## src/rtl/itaf_pkg.sv

```systemverilog
// shared types, constants and the digit table of the integer to ascii formatter
package itaf_pkg;

   // format kinds carried by req_type
   localparam logic [1:0] KIND_SIGNED   = 2'd0;
   localparam logic [1:0] KIND_UNSIGNED = 2'd1;
   localparam logic [1:0] KIND_HEX      = 2'd2;

   // ascii codes of the fixed characters
   localparam logic [7:0] CHAR_ZERO  = 8'h30;
   localparam logic [7:0] CHAR_X     = 8'h78;
   localparam logic [7:0] CHAR_MINUS = 8'h2d;

   // value and digit stack sizes
   localparam int unsigned VALUE_W     = 32;
   localparam int unsigned DIGIT_DEPTH = 10;
   localparam int unsigned COUNT_W     = 4;

   // reciprocal of ten: floor(n * RECIP_TEN / 2^35) == n / 10 for any 32-bit n
   localparam logic [31:0] RECIP_TEN  = 32'hcccc_cccd;
   localparam int unsigned RECIP_SHIFT = 35;

   // commands from the controller to the datapath
   typedef struct packed {
      logic load;
      logic mul;
      logic step;
      logic emit_pre;
      logic emit_dig;
   } cmd_type;

   // status from the datapath to the controller
   typedef struct packed {
      logic q_zero;
      logic has_prefix;
      logic pre_last;
      logic cnt_last;
      logic out_free;
   } sts_type;

   // lowercase hex digit to ascii
   function automatic logic [7:0] digit_char(input logic [3:0] d);
      logic [7:0] c;
      case (d) inside
         [4'd0:4'd9]: c = CHAR_ZERO + {4'd0, d};
         default:     c = 8'h57 + {4'd0, d};
      endcase
      return c;
   endfunction

endpackage

```

## src/rtl/integer_to_ascii_formatter.sv

```systemverilog
// top level of the integer to ascii formatter
//
// The req channel takes one transaction: a 32-bit req_value and a format kind
// req_type (0 signed decimal, 1 unsigned decimal, 2 or 3 hexadecimal with "0x").
// The rsp channel returns the text one ascii character per transaction, most
// significant first, no leading zeros; rsp_last_char marks the final one.
// Both channels use valid/ready.
//
// One number is handled at a time: req_ready returns only after the last
// character of the number has entered the output register, so a new number is
// not accepted while one is still being converted. Each digit passes through
// the multiply state (the reciprocal product, used for decimal) and then the
// remainder and stack push state. The first character leaves only after every
// digit of the number is on the stack.
// A stalled receiver holds the output register and pauses character emission;
// the last character may still wait while the next number is accepted.
// Synchronous reset returns the controller to idle and drops rsp_valid.
module integer_to_ascii_formatter (
   input  logic        clock,
   input  logic        reset,
   input  logic        req_valid,
   output logic        req_ready,
   input  logic [1:0]  req_type,
   input  logic [31:0] req_value,
   output logic        rsp_valid,
   input  logic        rsp_ready,
   output logic [7:0]  rsp_out_char,
   output logic        rsp_last_char
);
   import itaf_pkg::*;

   cmd_type cmd;
   sts_type sts;

   // controller
   itaf_ctrl u_ctrl (
      .clock     (clock),
      .reset     (reset),
      .req_valid (req_valid),
      .req_ready (req_ready),
      .sts       (sts),
      .cmd       (cmd)
   );

   // datapath
   itaf_dp u_dp (
      .clock         (clock),
      .reset         (reset),
      .req_type      (req_type),
      .req_value     (req_value),
      .cmd           (cmd),
      .sts           (sts),
      .rsp_valid     (rsp_valid),
      .rsp_ready     (rsp_ready),
      .rsp_out_char  (rsp_out_char),
      .rsp_last_char (rsp_last_char)
   );

   // at most one command at a time
   a_cmd_onehot: assert property (@(posedge clock) disable iff (reset)
      $onehot0({cmd.load, cmd.mul, cmd.step, cmd.emit_pre, cmd.emit_dig}))
      else $error("more than one datapath command");

   // an accepted transaction starts conversion, no second accept next cycle
   a_accept_busy: assert property (@(posedge clock) disable iff (reset)
      (req_valid && req_ready) |=> !req_ready)
      else $error("ready right after accept");

   // the last character returns the block to idle
   a_last_idle: assert property (@(posedge clock) disable iff (reset)
      (cmd.emit_dig && sts.cnt_last) |=> (req_ready && rsp_valid && rsp_last_char))
      else $error("last character did not end the number");

endmodule

```

## src/rtl/itaf_ctrl.sv

```systemverilog
// controller state machine of the integer to ascii formatter
module itaf_ctrl (
   input  logic             clock,
   input  logic             reset,
   input  logic             req_valid,
   output logic             req_ready,
   input  itaf_pkg::sts_type sts,
   output itaf_pkg::cmd_type cmd
);
   import itaf_pkg::*;

   typedef enum logic [4:0] {
      ST_IDLE = 5'b00001,
      ST_DIV  = 5'b00010,
      ST_REM  = 5'b00100,
      ST_PRE  = 5'b01000,
      ST_DIG  = 5'b10000
   } state_type;

   state_type state_ff, state_in;

   // next state and commands
   always_comb begin
      state_in  = state_ff;
      cmd       = '0;
      req_ready = 1'b0;
      case (state_ff)
         ST_IDLE: begin
            req_ready = 1'b1;
            if (req_valid) begin
               cmd.load = 1'b1;
               state_in = ST_DIV;
            end
         end
         ST_DIV: begin
            cmd.mul  = 1'b1;
            state_in = ST_REM;
         end
         ST_REM: begin
            cmd.step = 1'b1;
            if (sts.q_zero) begin
               state_in = sts.has_prefix ? ST_PRE : ST_DIG;
            end else begin
               state_in = ST_DIV;
            end
         end
         ST_PRE: begin
            if (sts.out_free) begin
               cmd.emit_pre = 1'b1;
               if (sts.pre_last) state_in = ST_DIG;
            end
         end
         ST_DIG: begin
            if (sts.out_free) begin
               cmd.emit_dig = 1'b1;
               if (sts.cnt_last) state_in = ST_IDLE;
            end
         end
         default: state_in = ST_IDLE;
      endcase
   end

   // state register
   always_ff @(posedge clock) begin
      if (reset) begin
         state_ff <= ST_IDLE;
      end else begin
         state_ff <= state_in;
      end
   end

endmodule

```

## src/rtl/itaf_dp.sv

```systemverilog
// datapath of the integer to ascii formatter: magnitude, divider, digit stack, output register
module itaf_dp (
   input  logic                          clock,
   input  logic                          reset,
   input  logic [1:0]                    req_type,
   input  logic [itaf_pkg::VALUE_W-1:0]  req_value,
   input  itaf_pkg::cmd_type             cmd,
   output itaf_pkg::sts_type             sts,
   output logic                          rsp_valid,
   input  logic                          rsp_ready,
   output logic [7:0]                    rsp_out_char,
   output logic                          rsp_last_char
);
   import itaf_pkg::*;

   logic [VALUE_W-1:0]   mag_ff;
   logic [2*VALUE_W-1:0] prod_ff;
   logic [3:0]           stack_ff [DIGIT_DEPTH];
   logic [COUNT_W-1:0]   cnt_ff;
   logic                 hex_ff;
   logic                 neg_ff;
   logic                 pre_idx_ff;
   logic                 valid_ff;
   logic [7:0]           char_ff;
   logic                 last_ff;

   logic                 neg_in;
   logic [VALUE_W-1:0]   quot;
   logic [VALUE_W-1:0]   times_ten;
   logic [VALUE_W-1:0]   rem_full;
   logic [3:0]           digit;
   logic [7:0]           pre_char;

   assign neg_in = (req_type == KIND_SIGNED) && req_value[VALUE_W-1];

   // quotient and remainder of one division step
   always_comb begin
      if (hex_ff) begin
         quot = {4'd0, mag_ff[VALUE_W-1:4]};
      end else begin
         quot = {{RECIP_SHIFT-VALUE_W{1'b0}}, prod_ff[2*VALUE_W-1:RECIP_SHIFT]};
      end
      times_ten = {quot[VALUE_W-4:0], 3'b000} + {quot[VALUE_W-2:0], 1'b0};
      rem_full  = mag_ff - times_ten;
      if (hex_ff) begin
         digit = mag_ff[3:0];
      end else begin
         digit = rem_full[3:0];
      end
   end

   // prefix character
   always_comb begin
      if (hex_ff) begin
         pre_char = pre_idx_ff ? CHAR_X : CHAR_ZERO;
      end else begin
         pre_char = CHAR_MINUS;
      end
   end

   // status to the controller
   always_comb begin
      sts.q_zero     = (quot == '0);
      sts.has_prefix = hex_ff | neg_ff;
      sts.pre_last   = ~hex_ff | pre_idx_ff;
      sts.cnt_last   = (cnt_ff == COUNT_W'(1));
      sts.out_free   = ~valid_ff | rsp_ready;
   end

   // magnitude, product and digit stack
   always_ff @(posedge clock) begin
      if (cmd.load) begin
         mag_ff     <= neg_in ? (VALUE_W'(0) - req_value) : req_value;
         hex_ff     <= req_type[1];
         neg_ff     <= neg_in;
         cnt_ff     <= '0;
         pre_idx_ff <= 1'b0;
      end
      if (cmd.mul) begin
         prod_ff <= mag_ff * RECIP_TEN;
      end
      if (cmd.step) begin
         mag_ff <= quot;
         cnt_ff <= cnt_ff + COUNT_W'(1);
         stack_ff[0] <= digit;
         for (int i = 1; i < DIGIT_DEPTH; i++) stack_ff[i] <= stack_ff[i-1];
      end
      if (cmd.emit_pre) begin
         pre_idx_ff <= 1'b1;
      end
      if (cmd.emit_dig) begin
         cnt_ff <= cnt_ff - COUNT_W'(1);
         for (int i = 0; i < DIGIT_DEPTH - 1; i++) stack_ff[i] <= stack_ff[i+1];
      end
   end

   // output register payload
   always_ff @(posedge clock) begin
      if (cmd.emit_pre) begin
         char_ff <= pre_char;
         last_ff <= 1'b0;
      end else if (cmd.emit_dig) begin
         char_ff <= digit_char(stack_ff[0]);
         last_ff <= sts.cnt_last;
      end
   end

   // output register valid
   always_ff @(posedge clock) begin
      if (reset) begin
         valid_ff <= 1'b0;
      end else if (cmd.emit_pre | cmd.emit_dig) begin
         valid_ff <= 1'b1;
      end else if (rsp_ready) begin
         valid_ff <= 1'b0;
      end
   end

   assign rsp_valid     = valid_ff;
   assign rsp_out_char  = char_ff;
   assign rsp_last_char = last_ff;

endmodule
```

## config.mk

```make
export PLATFORM = sky130hd
export DESIGN_NAME = integer_to_ascii_formatter
export DESIGN_NICKNAME = d
export VERILOG_FILES = /design/src/rtl/itaf_pkg.sv /design/src/rtl/integer_to_ascii_formatter.sv /design/src/rtl/itaf_ctrl.sv /design/src/rtl/itaf_dp.sv
export SDC_FILE = /design/constraint.sdc
export NUM_CORES = 1
export LEC_CHECK = 0
export BUFFER_PORTS_ARGS = -buffer_cell sky130_fd_sc_hd__buf_2
export CAP_MARGIN = 10
export CORE_UTILIZATION = 40
export DETAILED_ROUTE_END_ITERATION = 6
export GPL_TIMING_DRIVEN = 1
export PLACE_DENSITY_LB_ADDON = 0.12
export SYNTH_ARGS = -nofsm -noshare
export SYNTH_HDL_FRONTEND = slang
export SYNTH_SLANG_ARGS = --single-unit
```

## constraint.sdc

```tcl
create_clock -name clock -period 20.8 [get_ports clock]
set_clock_uncertainty 0.2 [all_clocks]
set_input_delay 2.08 -clock clock [delete_from_list [all_inputs] [get_ports clock]]
set_output_delay 2.08 -clock clock [all_outputs]
set_load 0.03 [all_outputs]
```

==> reports/qor.csv, run 1 <==
metric,value,unit
cts_buffers,17,
cpPeakStageDelay,1.04,ns
drt-total-wl,70100,um
ys_seq_area_frac,0.159,
clk_pin_slew,0.06,ns
antenna_found_initial,0,
vias,15700,
critPathKind,reg2reg,
yosys.area.top_type,fa_1,
synth_cells,2236,
fin_nets,3052,
n_antenna_cell,0,
path_buf_inv,4,
setup_ws,12.00,ns
finalHoldViolCount,0,
synth_commonest_cells,"inv_1 (546), fa_1 (386), ha_1 (357), nand2_1 (166), edfxtp_1 (114)",
vias_per_cell,5.18,
hold_buffers,0,
wl_per_cell,23.1,um
drive_above_1_share,0.0460,
ys_types,65,
relSlewSlack,0.0854,
syn_nets,3017,
critPathLaunchType,flop,
period_share,0.423,
grt_pass1_vias,16900,
crit_family,adder cells,
synth_area_per_cell,10.1,um2
grt_overflow,0,
ys_dominant_reg_cell,edfxtp_1,
ctsHtreeMaxLevel,4,
crit_arrival,8.83,ns
rsz0062_at_grt,false,
dp_hpwl,62600,um
maxCapViolCount,0,
place_ws,12.09,ns
die_w,240,um
worst_pin_slew,1.36,ns
cts_resized,0,
initial_core_util,0.408,
post-cts-setup-buffers,0,
core_area,55400,um2
die_area,57400,um2
drc,0,
cts_tree,done,
drt_iter0_drc,1035,
cts.sinks,122,
yosysMostFrequentCell,inv_1,
worstHoldPathType,reg2reg,
area_growth,7.27,%
synth_top_area_frac,0.342,
path_cells,ha_1 > inv_1 > fa_1 > inv_1 > fa_1 > inv_1 > fa_1 > inv_1 > fa_1 > fa_1 > fa_1 > fa_1 > ha_1 > nand2_1 > nor2_1 > nand3_1 > o21ai_0 > o211ai_1 > a31o_2 > o21ai_0 > nand3_1 > a221oi_1,
groute.usage.overall,0.256,
period_minus_slack,8.80,ns
fmax,0.114,GHz
synth_area_leaders,"fa_1 (34%), ha_1 (20%), edfxtp_1 (15%)",
cp_max_fo,8,
ys_seq_elements,122,
slowest_stage,o21ai_0,
status,finished clean,
synth_edf_count,114,
io_buffers,47,
grt_max_degree,55,
grt_util_met1,0.342,
cts.path.max_buffers,2,
setup_viol_count_final,0,
regArea,3580,um2
setup_tns,0,ns
use_met2,0.434,
yosysWarnings,0,
ant_nets,0,
syn_area,22600,um2
ys_async_sr_fraction,0,
clock_latency,0.42,ns
cp.required,20.84,ns
end_kind,flop,
maxSlewViolCount,0,
critPathMostFrequentCell,fa_1,
gp_congestion,0.962,
use_met3,0.0262,
multi_input_area,16800,um2
die_h,240,um
cts-root-buf,clkbuf_16,
pin_count,49,
core.rowCount,86,
top_usage_layer,met2,
fill_cells,5471,
firstDrtPassIters,6,
grt_pass1_wl,107000,um
## layer usage
layer	share of wire	vias to the layer above	wire, um
met5	0	-	0
met4	0.037	0	2570
met3	0.033	93	2340
met2	0.48	340	34000
met1	0.45	8047	31200
li1	-	7214	-
## layout by cell type (no fill, tap or decap), drive strengths merged, types with 16 or more instances in the layout
cell type / instances
xor2: 65
edfxtp: 114
inv: 548
nand3: 25
nand2: 167
nor3: 20
o21ai: 61
nor2: 78
ha: 357
clkbuf: 18
xnor2: 45
a21o: 35
mux2i: 24
buf: 57
and2: 16
a21oi: 109
fa: 386
## stage by stage
step                       util  std cells  cell area [um2]  hold WS (ns)
after floorplan               -       2236            22600         0.226
after global placement    0.427       3000            23700         0.244
after detailed placement  0.427       3000            23700         0.232
after CTS                 0.437       3032            24200         0.264
after global routing      0.437       3032            24200         0.279
final                     0.437       3032            24200         0.263
## path summary, 6_finish.rpt
| kind | startpoint | endpoint | slack (ns) | depth (start not counted) |
|---|---|---|---|---|
| max reg2reg | u_dp.mag_ff[9] | u_dp.prod_ff[59] | 12.00 | 22 |
| max | u_dp.mag_ff[9] | u_dp.prod_ff[59] | 12.00 | 22 |
| min | u_dp.stack_ff[0][32] | u_dp.stack_ff[0][36] | 0.26 | 0 |
| min reg2reg | u_dp.stack_ff[0][32] | u_dp.stack_ff[0][36] | 0.26 | 0 |
## worst reg2reg max path, stage by stage (launching register included)
cell and delay (ns):
edfxtp_1 0.72, ha_1 0.57, inv_1 0.27, fa_1 0.58
inv_1 0.06, fa_1 0.50, inv_1 0.05, fa_1 0.50
inv_1 0.05, fa_1 0.55, fa_1 0.43, fa_1 0.51
fa_1 0.42, ha_1 0.33, nand2_1 0.23, nor2_1 0.21
nand3_1 0.09, o21ai_0 1.04, o211ai_1 0.30, a31o_2 0.36
o21ai_0 0.26, nand3_1 0.12, a221oi_1 0.27
## kinds of logic (layout without fill, tap and decap cells)
logic type	after synthesis	in the layout	synth area share
AOI/OAI and AO/OA	267	267	0.0711
and+or+nand+nor	378	378	0.0774
muxes	27	27	0.0126
xor gates and xnor gates	110	110	0.0426
adders and majority gates	743	743	0.540
buffers and inverters	588	636	0.0978
DFF	122	122	0.159
other	1	1	0.000166
## state kept, by name, indices dropped and copies added, names as in the netlist
| register | cells |
|---|---|
| u_dp.rsp_last_char | 1 |
| u_dp.cnt_ff | 4 |
| u_dp.prod_ff | 29 |
| u_dp.rsp_out_char | 7 |
| u_ctrl.state_ff | 5 |
| u_dp.neg_ff | 1 |
| u_dp.stack_ff | 40 |
| u_dp.hex_ff | 1 |
| u_dp.mag_ff | 32 |
| u_dp.rsp_valid | 1 |
| u_dp.pre_idx_ff | 1 |
## cell type report
cell class,instances,share of cell area
Multi-Input combinational cell,1526,0.693
Sequential cell,122,0.148
Inverter,547,0.0847
Tap cell,748,0.0386
Clock buffer,18,0.0177
Timing Repair Buffer,57,0.0128
Clock inverter,14,0.00511
Power of run 1 is left out: the tool's default activity adds up to more than one toggle a clock period on the data nets, which glitch-free logic cannot reach.
==> run 2, diff against run 1 <==
Clock period 20.8 ns to 9.25 ns, I/O delays scaled along.
==> reports/qor.csv, run 2 (same netlist as run 1, synthesis figures left out) <==
metric,value,unit
cpPeakStageDelay,0.77,ns
cts_buffers,17,
grt_pass1_wl,108000,um
maxCapViolCount,0,
grt_overflow,0,
ctsHtreeMaxLevel,4,
rsz0062_at_grt,false,
drive_above_1_share,0.0568,
slowest_stage,nor3_1,
period_minus_slack,8.77,ns
worst_pin_slew,1.21,ns
antenna_found_initial,0,
clock_latency,0.43,ns
crit_arrival,8.77,ns
area_growth,8.13,%
vias,15800,
cts.sinks,122,
final_cell_mix,"inv_1 (546), fa_1 (386), ha_1 (357)",
die_w,240,um
path_buf_inv,2,
drt-total-wl,70900,um
groute.usage.overall,0.259,
cts_tree,done,
setup_viol_count_final,0,
largest_reg_flops,40,
top_regs,"u_dp.stack_ff x40, u_dp.mag_ff x32, u_dp.prod_ff x29",
whs,0.269,ns
setup_ws,0.481,ns
ant_nets,0,
critPathMostFrequentCell,fa_1,
status,finished clean,
finalHoldViolCount,0,
reg2reg_depth,21,
drt_iter0_drc,900,
critPathKind,reg2reg,
path_cells,ha_1 > xor2_1 > ha_1 > or2_2 > fa_1 > fa_1 > fa_1 > fa_1 > fa_1 > inv_1 > fa_1 > inv_1 > ha_1 > nand4_1 > nor3_1 > nor2_1 > a21oi_1 > nand2_1 > o21ai_0 > mux2i_1 > a2111oi_0,
gp_congestion,0.990,
hold_buffers,0,
layout_commonest_cell,inv_1,
cp_max_fo,9,
n_antenna_cell,0,
vias_per_cell,5.16,
fmax,0.114,GHz
grt_pass1_vias,17000,
firstDrtPassIters,5,
whs_path_depth,0,
cts-root-buf,clkbuf_16,
relSlewSlack,0.184,
top_register,u_dp.stack_ff,
initial_core_util,0.408,
cts.path.max_buffers,2,
die_h,240,um
core.rowCount,86,
cts_resized,0,
clk_pin_slew,0.06,ns
dp_hpwl,63100,um
post-cts-setup-buffers,0,
pin_count,49,
grt_max_degree,55,
core_area,55400,um2
setup_tns,0,ns
worstHoldPathType,reg2reg,
end_kind,flop,
io_buffers,47,
die_area,57400,um2
maxSlewViolCount,0,
cp.required,9.25,ns
crit_family,adder cells,
drc,0,
wl_per_cell,23.2,um
period_share,0.948,
path_depth,21,
critPathLaunchType,flop,
fin_nets,3076,
place_ws,0.658,ns
run 2: area by class of cell:
class | count | area (um2)
inverters | 547 | 2050
repair buffers | 81 | 490
fillers | 5425 | 31000
well taps | 748 | 936
multi-input cells | 1526 | 16800
flip-flops and latches | 122 | 3580
clock inverters | 15 | 143
clock buffers | 17 | 425
run 2: stage by stage:
step / cell area, um2 / util / cells
2_1_floorplan: 22600 / - / 2236
3_3_place_gp: 23900 / 0.431 / 3023
3_5_place_dp: 23900 / 0.431 / 3024
4_1_cts: 24400 / 0.441 / 3056
5_1_grt: 24400 / 0.441 / 3056
6_report: 24400 / 0.441 / 3056
run 2: per-layer routing:
metal | global-route usage | wire, um | vias to the layer above
met5 | 0 | 0 | -
met4 | 0.0987 | 2920 | 0
li1 | - | - | 7253
met3 | 0.0204 | 1840 | 97
met1 | 0.343 | 31400 | 8092
met2 | 0.439 | 34800 | 322
run 2: final timing paths:
path	startpoint	to	slack [ns]
worst max register to register	u_dp.mag_ff[1]	u_dp.prod_ff[53]	0.48
worst min-delay path	u_dp.stack_ff[0][34]	u_dp.stack_ff[0][38]	0.27
worst min register to register	u_dp.stack_ff[0][34]	u_dp.stack_ff[0][38]	0.27
worst max-delay path	u_dp.mag_ff[1]	u_dp.prod_ff[53]	0.48
Power of run 2 is left out for the same reason.
